--- config.mk ---
export PLATFORM = sky130hd
export DESIGN_NAME = mqtt_receive_deframer_unit
export DESIGN_NICKNAME = d
export VERILOG_FILES = /design/src/hw/rtl/mqtt_rd_pkg.sv /design/src/hw/rtl/mqtt_receive_deframer_unit.sv
export VERILOG_INCLUDE_DIRS = /design/src /design/src/hw/rtl
export SDC_FILE = /design/constraint.sdc
export NUM_CORES = 1
export LEC_CHECK = 0
export BUFFER_PORTS_ARGS = -buffer_cell sky130_fd_sc_hd__clkbuf_2
export CORE_ASPECT_RATIO = 1.75
export CORE_MARGIN = 1
export CORE_UTILIZATION = 43
export DETAILED_ROUTE_END_ITERATION = 8
export GPL_ROUTABILITY_DRIVEN = 0
export PLACE_DENSITY = 0.66
export SLEW_MARGIN = 20
export SYNTH_ARGS = -nofsm -noshare
export SYNTH_HDL_FRONTEND = slang
export SYNTH_SLANG_ARGS = --single-unit
--- constraint.sdc ---
create_clock -name clk -period 11.95 [get_ports clk]
set_clock_uncertainty 0.2 [all_clocks]
set_input_delay 1.195 -clock clk [delete_from_list [all_inputs] [get_ports clk]]
set_output_delay 1.195 -clock clk [all_outputs]
set_load 0.01 [all_outputs]
--- src/hw/rtl/assert_macros.svh ---
// Assertion helpers shared by the RTL.
`ifndef ASSERT_MACROS_SVH
`define ASSERT_MACROS_SVH

// Checked on every rising edge of clk, switched off while rst is high.
`define ASSERT_CLK(name, prop) \
  name: assert property (@(posedge clk) disable iff (rst) prop) \
  else $error("assertion failed");

// Checked on every rising edge of clk, reset cycles included.
`define ASSERT_CLK_ALWAYS(name, prop) \
  name: assert property (@(posedge clk) prop) \
  else $error("assertion failed");

`endif

--- src/hw/rtl/mqtt_rd_pkg.sv ---
package mqtt_rd_pkg;

  localparam int LEN_W  = 28;
  localparam int KIND_W = 4;
  localparam int BYTE_W = 8;

  localparam int LENGTH_FIELD_BYTES_DEF = 4;

  localparam logic [LEN_W-1:0]  MAX_BODY_LEN_RESET = 28'd512;
  localparam logic [KIND_W-1:0] KIND_CONNACK       = 4'h2;
  localparam logic [LEN_W-1:0]  CONNACK_LEN        = 28'd2;

  localparam logic CMD_BYTE  = 1'b0;
  localparam logic CMD_RESET = 1'b1;

  typedef struct packed {
    logic              packet_end;
    logic [KIND_W-1:0] packet_kind;
    logic [LEN_W-1:0]  body_length;
    logic              discarded;
    logic              connack_accepted;
    logic              drop_connection;
    logic              session_up;
  } result_t;

endpackage

--- src/hw/rtl/mqtt_receive_deframer_unit.sv ---
// Channel  Handshake             Payload
// input    in_valid / in_stall   cmd, rx_byte
// output   out_valid / out_stall packet_end .. session_up
// config   cfg_valid / cfg_ready cfg_data (max_body_len)
//
// One item per cycle while in_stall is low; each result is registered.
// The rate is set by the single pass through the header, length and body
// logic between the parser state registers and the output register.
// rst is synchronous and active high; it clears the parser and sets the
// limit to 512. A two-entry output buffer lets an item in while one result
// waits; in_stall rises only once both entries are full.
`include "assert_macros.svh"

module mqtt_receive_deframer_unit
  import mqtt_rd_pkg::*;
#(
  parameter int LENGTH_FIELD_BYTES = LENGTH_FIELD_BYTES_DEF
) (
  input  logic              clk,
  input  logic              rst,
  input  logic              in_valid,
  output logic              in_stall,
  input  logic              cmd,
  input  logic [BYTE_W-1:0] rx_byte,
  output logic              out_valid,
  input  logic              out_stall,
  output logic              packet_end,
  output logic [KIND_W-1:0] packet_kind,
  output logic [LEN_W-1:0]  body_length,
  output logic              discarded,
  output logic              connack_accepted,
  output logic              drop_connection,
  output logic              session_up,
  input  logic              cfg_valid,
  output logic              cfg_ready,
  input  logic [LEN_W-1:0]  cfg_data
);

  typedef enum logic [2:0] {
    PH_HEADER = 3'b001,
    PH_LENGTH = 3'b010,
    PH_BODY   = 3'b100
  } phase_t;

  phase_t            phase, phase_next;
  logic [KIND_W-1:0] kind_reg, kind_reg_next;
  logic [LEN_W-1:0]  length_accum, length_accum_next;
  logic [2:0]        length_bytes_seen, length_bytes_seen_next;
  logic [LEN_W-1:0]  bytes_left, bytes_left_next;
  logic [1:0]        body_position, body_position_next;
  logic              code_ok, code_ok_next;
  logic              session_open, session_open_next;
  logic              skip_flag, skip_flag_next;
  logic [LEN_W-1:0]  max_body_len;

  logic              in_accept;
  logic              out_take;
  logic [LEN_W-1:0]  addend;
  logic [LEN_W-1:0]  accum_sum;
  logic [LEN_W-1:0]  left_dec;
  logic [2:0]        seen_inc;
  logic              finish;
  logic              accepted;
  logic              drop;
  result_t           res;

  result_t           out_q;
  result_t           skid_q;
  logic              skid_valid;

  assign in_stall  = skid_valid;
  assign in_accept = in_valid && !skid_valid;
  assign out_take  = out_valid && !out_stall;
  assign cfg_ready = 1'b1;

  // The seven-bit group lands at its place in the length; groups never overlap.
  always_comb begin
    case (length_bytes_seen[1:0])
      2'd0:    addend = {21'd0, rx_byte[6:0]};
      2'd1:    addend = {14'd0, rx_byte[6:0], 7'd0};
      2'd2:    addend = {7'd0, rx_byte[6:0], 14'd0};
      2'd3:    addend = {rx_byte[6:0], 21'd0};
      default: addend = '0;
    endcase
  end

  assign accum_sum = length_accum + addend;
  assign seen_inc  = length_bytes_seen + 3'd1;
  assign left_dec  = bytes_left - LEN_W'(1);

  always_comb begin
    phase_next             = phase;
    kind_reg_next          = kind_reg;
    length_accum_next      = length_accum;
    length_bytes_seen_next = length_bytes_seen;
    bytes_left_next        = bytes_left;
    body_position_next     = body_position;
    code_ok_next           = code_ok;
    session_open_next      = session_open;
    skip_flag_next         = skip_flag;
    finish                 = 1'b0;
    accepted               = 1'b0;
    drop                   = 1'b0;

    case (phase)
      PH_HEADER: begin
        kind_reg_next          = rx_byte[7:4];
        length_accum_next      = '0;
        length_bytes_seen_next = '0;
        bytes_left_next        = '0;
        body_position_next     = '0;
        code_ok_next           = 1'b0;
        skip_flag_next         = 1'b0;
        phase_next             = PH_LENGTH;
      end
      PH_LENGTH: begin
        length_accum_next      = accum_sum;
        length_bytes_seen_next = seen_inc;
        if (!rx_byte[7] || seen_inc >= 3'(LENGTH_FIELD_BYTES)) begin
          skip_flag_next  = accum_sum > max_body_len;
          bytes_left_next = accum_sum;
          if (accum_sum == '0) begin
            finish = 1'b1;
          end else begin
            phase_next = PH_BODY;
          end
        end
      end
      PH_BODY: begin
        if (body_position == 2'd1) begin
          code_ok_next = rx_byte == '0;
        end
        if (body_position != 2'd2) begin
          body_position_next = body_position + 2'd1;
        end
        bytes_left_next = left_dec;
        if (left_dec == '0) begin
          finish = 1'b1;
        end
      end
      default: begin
        phase_next = PH_HEADER;
      end
    endcase

    if (finish) begin
      phase_next = PH_HEADER;
      if (kind_reg_next == KIND_CONNACK && !skip_flag_next) begin
        if (!session_open && length_accum_next == CONNACK_LEN && code_ok_next) begin
          session_open_next = 1'b1;
          accepted          = 1'b1;
        end else begin
          drop = 1'b1;
        end
      end
    end

    res.packet_end       = finish;
    res.packet_kind      = kind_reg_next;
    res.body_length      = length_accum_next;
    res.discarded        = skip_flag_next;
    res.connack_accepted = accepted;
    res.drop_connection  = drop;
    res.session_up       = session_open_next && !drop;

    // A drop or a reset command leaves the parser as after reset.
    if (drop || cmd == CMD_RESET) begin
      phase_next             = PH_HEADER;
      kind_reg_next          = '0;
      length_accum_next      = '0;
      length_bytes_seen_next = '0;
      bytes_left_next        = '0;
      body_position_next     = '0;
      code_ok_next           = 1'b0;
      session_open_next      = 1'b0;
      skip_flag_next         = 1'b0;
    end
    if (cmd == CMD_RESET) begin
      res = '0;
    end
  end

  always_ff @(posedge clk) begin
    if (rst) begin
      phase             <= PH_HEADER;
      kind_reg          <= '0;
      length_accum      <= '0;
      length_bytes_seen <= '0;
      bytes_left        <= '0;
      body_position     <= '0;
      code_ok           <= 1'b0;
      session_open      <= 1'b0;
      skip_flag         <= 1'b0;
      max_body_len      <= MAX_BODY_LEN_RESET;
      out_valid         <= 1'b0;
      skid_valid        <= 1'b0;
    end else begin
      if (cfg_valid && cfg_ready) begin
        max_body_len <= cfg_data;
      end
      if (in_accept) begin
        phase             <= phase_next;
        kind_reg          <= kind_reg_next;
        length_accum      <= length_accum_next;
        length_bytes_seen <= length_bytes_seen_next;
        bytes_left        <= bytes_left_next;
        body_position     <= body_position_next;
        code_ok           <= code_ok_next;
        session_open      <= session_open_next;
        skip_flag         <= skip_flag_next;
      end
      if (!out_valid || out_take) begin
        if (skid_valid) begin
          out_valid  <= 1'b1;
          skid_valid <= 1'b0;
        end else begin
          out_valid <= in_accept;
        end
      end else if (in_accept) begin
        skid_valid <= 1'b1;
      end
    end
  end

  always_ff @(posedge clk) begin
    if (!out_valid || out_take) begin
      if (skid_valid) begin
        out_q <= skid_q;
      end else if (in_accept) begin
        out_q <= res;
      end
    end else if (in_accept) begin
      skid_q <= res;
    end
  end

  assign packet_end       = out_q.packet_end;
  assign packet_kind      = out_q.packet_kind;
  assign body_length      = out_q.body_length;
  assign discarded        = out_q.discarded;
  assign connack_accepted = out_q.connack_accepted;
  assign drop_connection  = out_q.drop_connection;
  assign session_up       = out_q.session_up;

  `ASSERT_CLK_ALWAYS(a_skid_needs_out, skid_valid |-> out_valid)
  `ASSERT_CLK(a_drop_closes, out_valid && drop_connection |-> !session_up && !connack_accepted)
  `ASSERT_CLK(a_cmd_clears, in_accept && cmd == CMD_RESET |=> phase == PH_HEADER && !session_open)
  `ASSERT_CLK(a_open_by_accept, $rose(session_open) |-> $past(in_accept) && $past(accepted))

endmodule
# After elaboration in Yosys (flattened, before gate mapping)
# Index checks and enable logic that the tools add are counted.
# W data, S select, Z words.
[totals]
regBits = 175
out_inout_bits = 40
word_cells = 121
[classes]
add_sub_neg = 4
order_cmp = 2
eq_ne = 15
mux = 42
bitwise = 1
n_reduce_logical = 31
[ops]
columns = ["operator", "n"]
rows = [
  ["$pmux W28 S4", 1],
  ["$mux W37", 3],
  ["$mux W28", 3],
  ["$pmux W28 S3", 1],
  ["$logic_not A28 Y1", 2],
  ["$pmux W28 S2", 1],
  ["$add A28 B28 Y28", 1],
  ["$eq A28 B2 Y1 const B", 1],
  ["$gt A28 B28 Y1", 1],
  ["$sub A28 B1 Y28 const B", 1],
  ["$mux W1", 18],
  ["$mux W3", 5],
  ["$ne A3 B3 Y1 const B", 3],
  ["$pmux W3 S3", 1],
  ["$logic_not A8 Y1", 1],
  ["$mux W4", 2],
  ["$ne A4 B4 Y1 const B", 2],
  ["$logic_not A1 Y1", 7],
  ["$logic_and A1 B1 Y1", 6],
  ["$pmux W1 S2", 3],
  ["$pmux W3 S2", 1],
  ["$reduce_and A2 Y1", 3],
  ["$reduce_and A3 Y1", 2],
  ["$reduce_bool A3 Y1", 2],
  ["other kinds (19)", 24],
]

# Longest topological paths before layout
[depth]
depth_word = 15
depth_mapped = 26
depth_no_buf = 24

# Least setup slack after synthesis
# Ideal clock, no wire load.
[synth_path]
path_kind = "input port to flip-flop"
from = "input port rx_byte[0]"
to = "register length_accum[6]"
setup_time_ns = 0.117
arrival_ns = 6.147
slack_ns = 5.486
cell_stages = 21
path_buffers = 1
path_cell_list = "and2_1 ha_1 inv_1 fa_1 nand2b_1 a21boi_1 o21a_1 o21ai_0 a211oi_1 ha_1 and3_1 a221oi_1 nor2b_1 or4_1 o32ai_2 nand2_1 or4_1 o31a_2 o21ba_2 buf_4 a32o_1"
[synth_between]
elab_chain_len = 11
[synth_rtl]
columns = ["item", "line", "source"]
rows = [
  ["from (decl)", "mqtt_receive_deframer_unit.sv:24", "input logic [BYTE_W-1:0] rx_byte,"],
  ["$pmux W28 S4", "mqtt_receive_deframer_unit.sv:78", "case (length_bytes_seen[1:0])"],
  ["$add A28 B28 Y28", "mqtt_receive_deframer_unit.sv:87", "assign accum_sum = length_accum + addend;"],
  ["$gt A28 B28 Y1 / $pmux W28 S2 (equally long branches)", "mqtt_receive_deframer_unit.sv:120, mqtt_receive_deframer_unit.sv:105", ""],
  ["$mux W1 / $eq A28 B2 Y1 (equally long branches)", "mqtt_receive_deframer_unit.sv:119, mqtt_receive_deframer_unit.sv:149", ""],
  ["$pmux W1 S2 / $logic_and A1 B1 Y1 (equally long branches)", "mqtt_receive_deframer_unit.sv:105, mqtt_receive_deframer_unit.sv:149", ""],
  ["$logic_not A1 Y1 / $logic_and A1 B1 Y1 (equally long branches)", "mqtt_receive_deframer_unit.sv:148, mqtt_receive_deframer_unit.sv:149", ""],
  ["$logic_and A1 B1 Y1 / $mux W1 (equally long branches)", "mqtt_receive_deframer_unit.sv:148, mqtt_receive_deframer_unit.sv:149", ""],
  ["$mux W1", "mqtt_receive_deframer_unit.sv:148", "if (kind_reg_next == KIND_CONNACK && !skip_flag_next) begin"],
  ["$mux W1", "mqtt_receive_deframer_unit.sv:146", "if (finish) begin"],
  ["$logic_or A1 B1 Y1", "mqtt_receive_deframer_unit.sv:167", "if (drop || cmd == CMD_RESET) begin"],
  ["$mux W28 *", "mqtt_receive_deframer_unit.sv:167", ""],
  ["to (signal assigned)", "mqtt_receive_deframer_unit.sv:204", "length_accum <= length_accum_next;"],
  ["to (decl)", "mqtt_receive_deframer_unit.sv:47", "logic [LEN_W-1:0] length_accum, length_accum_next;"],
]
# Every way passes the cells marked *; elsewhere a longest branch is shown, timed or not.
# A chain may end at the register's enable or synchronous reset.

# Worst setup path in the final report
[layout_path]
from = "input port rx_byte[0]"
to = "register length_bytes_seen[1]"
[layout_between]
elab_chain_len = 12
[layout_rtl]
columns = ["item", "line", "source"]
rows = [
  ["$pmux W28 S4", "mqtt_receive_deframer_unit.sv:78", ""],
  ["$add A28 B28 Y28", "mqtt_receive_deframer_unit.sv:87", ""],
  ["$gt A28 B28 Y1 / $pmux W28 S2 (equally long branches)", "mqtt_receive_deframer_unit.sv:120, mqtt_receive_deframer_unit.sv:105", ""],
  ["$mux W1 / $eq A28 B2 Y1 (equally long branches)", "mqtt_receive_deframer_unit.sv:119, mqtt_receive_deframer_unit.sv:149", ""],
  ["$pmux W1 S2 / $logic_and A1 B1 Y1 (equally long branches)", "mqtt_receive_deframer_unit.sv:105, mqtt_receive_deframer_unit.sv:149", ""],
  ["$logic_not A1 Y1 / $logic_and A1 B1 Y1 (equally long branches)", "mqtt_receive_deframer_unit.sv:148, mqtt_receive_deframer_unit.sv:149", ""],
  ["$logic_and A1 B1 Y1 / $mux W1 (equally long branches)", "mqtt_receive_deframer_unit.sv:148, mqtt_receive_deframer_unit.sv:149", ""],
  ["$mux W1", "mqtt_receive_deframer_unit.sv:148", ""],
  ["$mux W1 *", "mqtt_receive_deframer_unit.sv:146", ""],
  ["$logic_or A1 B1 Y1 *", "mqtt_receive_deframer_unit.sv:167", ""],
  ["$reduce_bool A3 Y1 (no line)", "--", ""],
  ["$reduce_and A2 Y1 (no line)", "--", ""],
  ["to (signal assigned)", "mqtt_receive_deframer_unit.sv:205", "length_bytes_seen <= length_bytes_seen_next;"],
  ["to (decl)", "mqtt_receive_deframer_unit.sv:48", "logic [2:0] length_bytes_seen, length_bytes_seen_next;"],
]
# Marked as above.

==> summary.md <==
| Metric | Value |
|---|---|
| Most common cell after layout, fill and taps aside | `nand2_1` |
| Initial Util | `43.8%` |
| Data arrival, critical path | `7.87 ns` |
| Worst Setup SP | `rx_byte[0]` |
| Crit Path Max Fanout | `24` |
| Buffers on Ports | `80` |
| Sequential fraction of design power | `between 40% and 50%` |
| F_max | `129 MHz` |
| Net switching power | `roughly 360 uW` |
| Initial antenna violation count | `0` |
| Element type at the critical path end | `register` |
| Hold Buf Count CTS | `0` |
| Clock Tree Buf Depth | `2` |
| Die width | `126 um` |
| Initial DRC Count | `824` |
| Critical Path RT | `around 12 ns` |
| Post-synthesis cell type count | `100` |
| I/O pin count | `82` |
| Post_cts resized | `0` |
| Crit share post-route | `~65%` |
| Pins over their slew limit | `0` |
| Clock-pin slew on the worst setup and hold paths | `~0.08 ns` |
| Cells after Synth | `~1,300` |
| RSZ-0062 raised after global routing | `false` |
| Total power | `1.38 mW` |
| P_int | `~1.0 mW` |
| R2r startpoint | `length_bytes_seen[0]$_SDFFE_PP0P_` |
| Setup TNS | `0 ns` |
| Commonest cells after routing, fill and taps aside | `nand2_1 (155), nor2_1 (110), dfxtp_1 (100)` |
| Layout cells sized above 1 | `14.1%` |
| Max_slew headroom | `between 20% and 30%` |
| Hold_sp | `skip_flag$_SDFFE_PP0P_` |
| Crit Path Category | `primary input to register` |
| Static Leak | `between 5 and 6 nW` |
| Vias after detailed routing | `11,100` |
| Post-CTS Setup Bufs | `0` |
| N_diodes | `0` |
| Clock power share | `roughly 44%` |
| Net Count, Synth | `1,438` |
| Hpwl dp | `between 20,000 and 30,000 um` |
| First-pass GRT wire length | `60,600 um` |
| Logic gate share of total power | `9.6%` |
| Areal power density over the cells | `107 nW/um2` |
| Area of the core | `26,600 um2` |
| Max FFs per register | `37` |
| DRT Pass-1 Iters | `8` |
| Sequential-to-total area share from yosys stat | `36.4%` |
| Skew-Pair Late Insertion Delay | `0.46 ns` |
| Hold_ws | `0.274 ns` |
| Final worst path period need | `7.72 ns` |
| Finished Core Util | `48.6%` |
| FF-to-FF path depth | `24` |
| Number of max-cap violations | `0` |
| Count of final setup violators | `0` |
| Reg with most FFs | `skid_q` |
| Synth Area per Inst | `8.75 um2` |
| Hold endpoint | `skip_flag$_SDFFE_PP0P_` |
| Fill cells | `2,491` |
| Remaining Overflow, GRT | `0` |
| VDD IR max | `~0.12 mV` |
| Switching share of power | `26.3%` |
| CTS tree | `done` |
| Post-route ant nets | `0` |
| Post-placement cell area | `12,300 um2` |
| Post-DR vias/cell | `6.50` |
| Hold Fails Final Rpt | `0` |
| Status | `finished clean` |
| Routed len/inst | `23.5 um` |
| Chip height | `220 um` |
| Largest net degree at the start of global routing | `70` |
| Area delta synth->final | `10.9%` |
| CTS buffer count | `17` |
| Ys Warns | `0` |
| Global-route usage over all layers | `29.4%` |
| DRC | `0` |
| Reg2Reg Setup Slack | `4.27 ns` |
| Ys async rst share | `0%` |
| Synth Flop Type | `dfxtp_1` |
| EDFF count, synth | `74` |
| Number of global-route vias before repair | `10,500` |
| Worst Tran Pin Value | `1.13 ns` |
| CP startpoint kind | `primary input` |
| Clock sink total | `175` |
| Rows | `between 70 and 80` |
| Class of the worst hold path | `register to register` |
| Total wire length | `40,000 um` |
| Design Area, Final | `between 10,000 and 15,000 um2` |
| Worst Hold Depth | `2` |
| Synthesized area | `11,700 um2` |
| Die ar. | `27,800 um2` |
| H-Tree Level Count | `4` |
| FF+latch count, synth | `175` |
| Reg2reg end | `length_bytes_seen[1]$_SDFFE_PP0P_` |
| Final nets | `1,475` |
| CTS root buf | `clkbuf_16` |
[cell usage after synthesis, drive strengths merged, types with 33 or more instances]
cell    instances  area share (%)
edfxtp         74              19
nor3           33             1.4
ha             63             6.8
nor2          112             3.6
dfxtp         101              17
nand2         156             5.0
a21oi          71             3.1
and2           52             2.8
inv            53             1.7
clkbuf         56             1.8
o21ai          87             4.2
[final cells by class]
cell class,count,area [um2],share of cell area [%]
timing repair buffer,96,541,4.18
inverter,53,199,1.54
multi-input combinational,1026,6910,53.5
clock inverter,14,196,1.52
clock buffer,18,429,3.32
tap,324,405,3.14
sequential,175,4250,32.8
[cell families after synthesis]
group | after synthesis | synth area share [%]
AO/OA/AOI/OAI | 360 | 22.3
AND/OR/NAND/NOR | 528 | 23.5
multiplexers | 48 | 4.29
adder cells (fa/ha/maj) | 64 | 6.93
XOR/XNOR | 25 | 1.88
other | 1 | 0.0322
buffers and inverters | 131 | 4.64
flip-flops | 175 | 36.4
[worst max-delay path: stages]
cell	delay [ns]
clkbuf_2	0.14
and2_1	0.17
ha_1	0.21
inv_1	0.07
fa_1	0.40
nand2b_1	0.22
a21bo_2	0.22
a21oi_1	0.42
o21ai_0	0.19
a41oi_1	0.27
xor2_1	0.70
ha_1	0.39
nand4_1	0.12
nor3_1	0.09
nor2b_1	0.13
or4_1	0.52
o32ai_2	0.48
nand2_1	0.17
or4_1	0.44
o31a_2	0.34
o21bai_4	0.54
o21ai_4	0.18
a32o_1	0.23
[how the worst max path moves through the flow]
stage | cells past startpoint | end
floorplan | 21 | length_accum[6]$_SDFFE_PP0P_
global placement | 23 | length_accum[6]$_SDFFE_PP0P_
detailed placement | 23 | length_bytes_seen[1]$_SDFFE_PP0P_
CTS | 23 | length_bytes_seen[1]$_SDFFE_PP0P_
global route | 22 | kind_reg[0]$_SDFFE_PP0P_
finish | 23 | length_bytes_seen[1]$_SDFFE_PP0P_
[power by group through the flow]
stage / Sequential, mW / Clock, mW / Combinational [mW]
after detailed placement: 0.661 / 0 / 0.129
final: 0.647 / 0.604 / 0.133
after CTS: 0.647 / 0.608 / 0.130
after global placement: 0.660 / 0 / 0.128
after floorplan: 0.662 / 0 / 0.0799
after global routing: 0.649 / 0.633 / 0.144
[through the flow]
step / std cells / worst slack [ns]
6_report: 1706 / 4.23
5_1_grt: 1706 / 3.92
4_1_cts: 1704 / 4.41
2_1_floorplan: 1332 / 5.49
3_5_place_dp: 1672 / 3.96
3_3_place_gp: 1672 / 4.08
[metal layers]
metal,vias up,track usage (%),part of all wire [%]
li1,5041,-,-
met4,0,26.2,9.8
met5,-,0,0
met3,234,5.95,6.3
met2,572,51.7,50
met1,5247,29.3,34
Note: power is estimated with default switching activity, not from simulation.
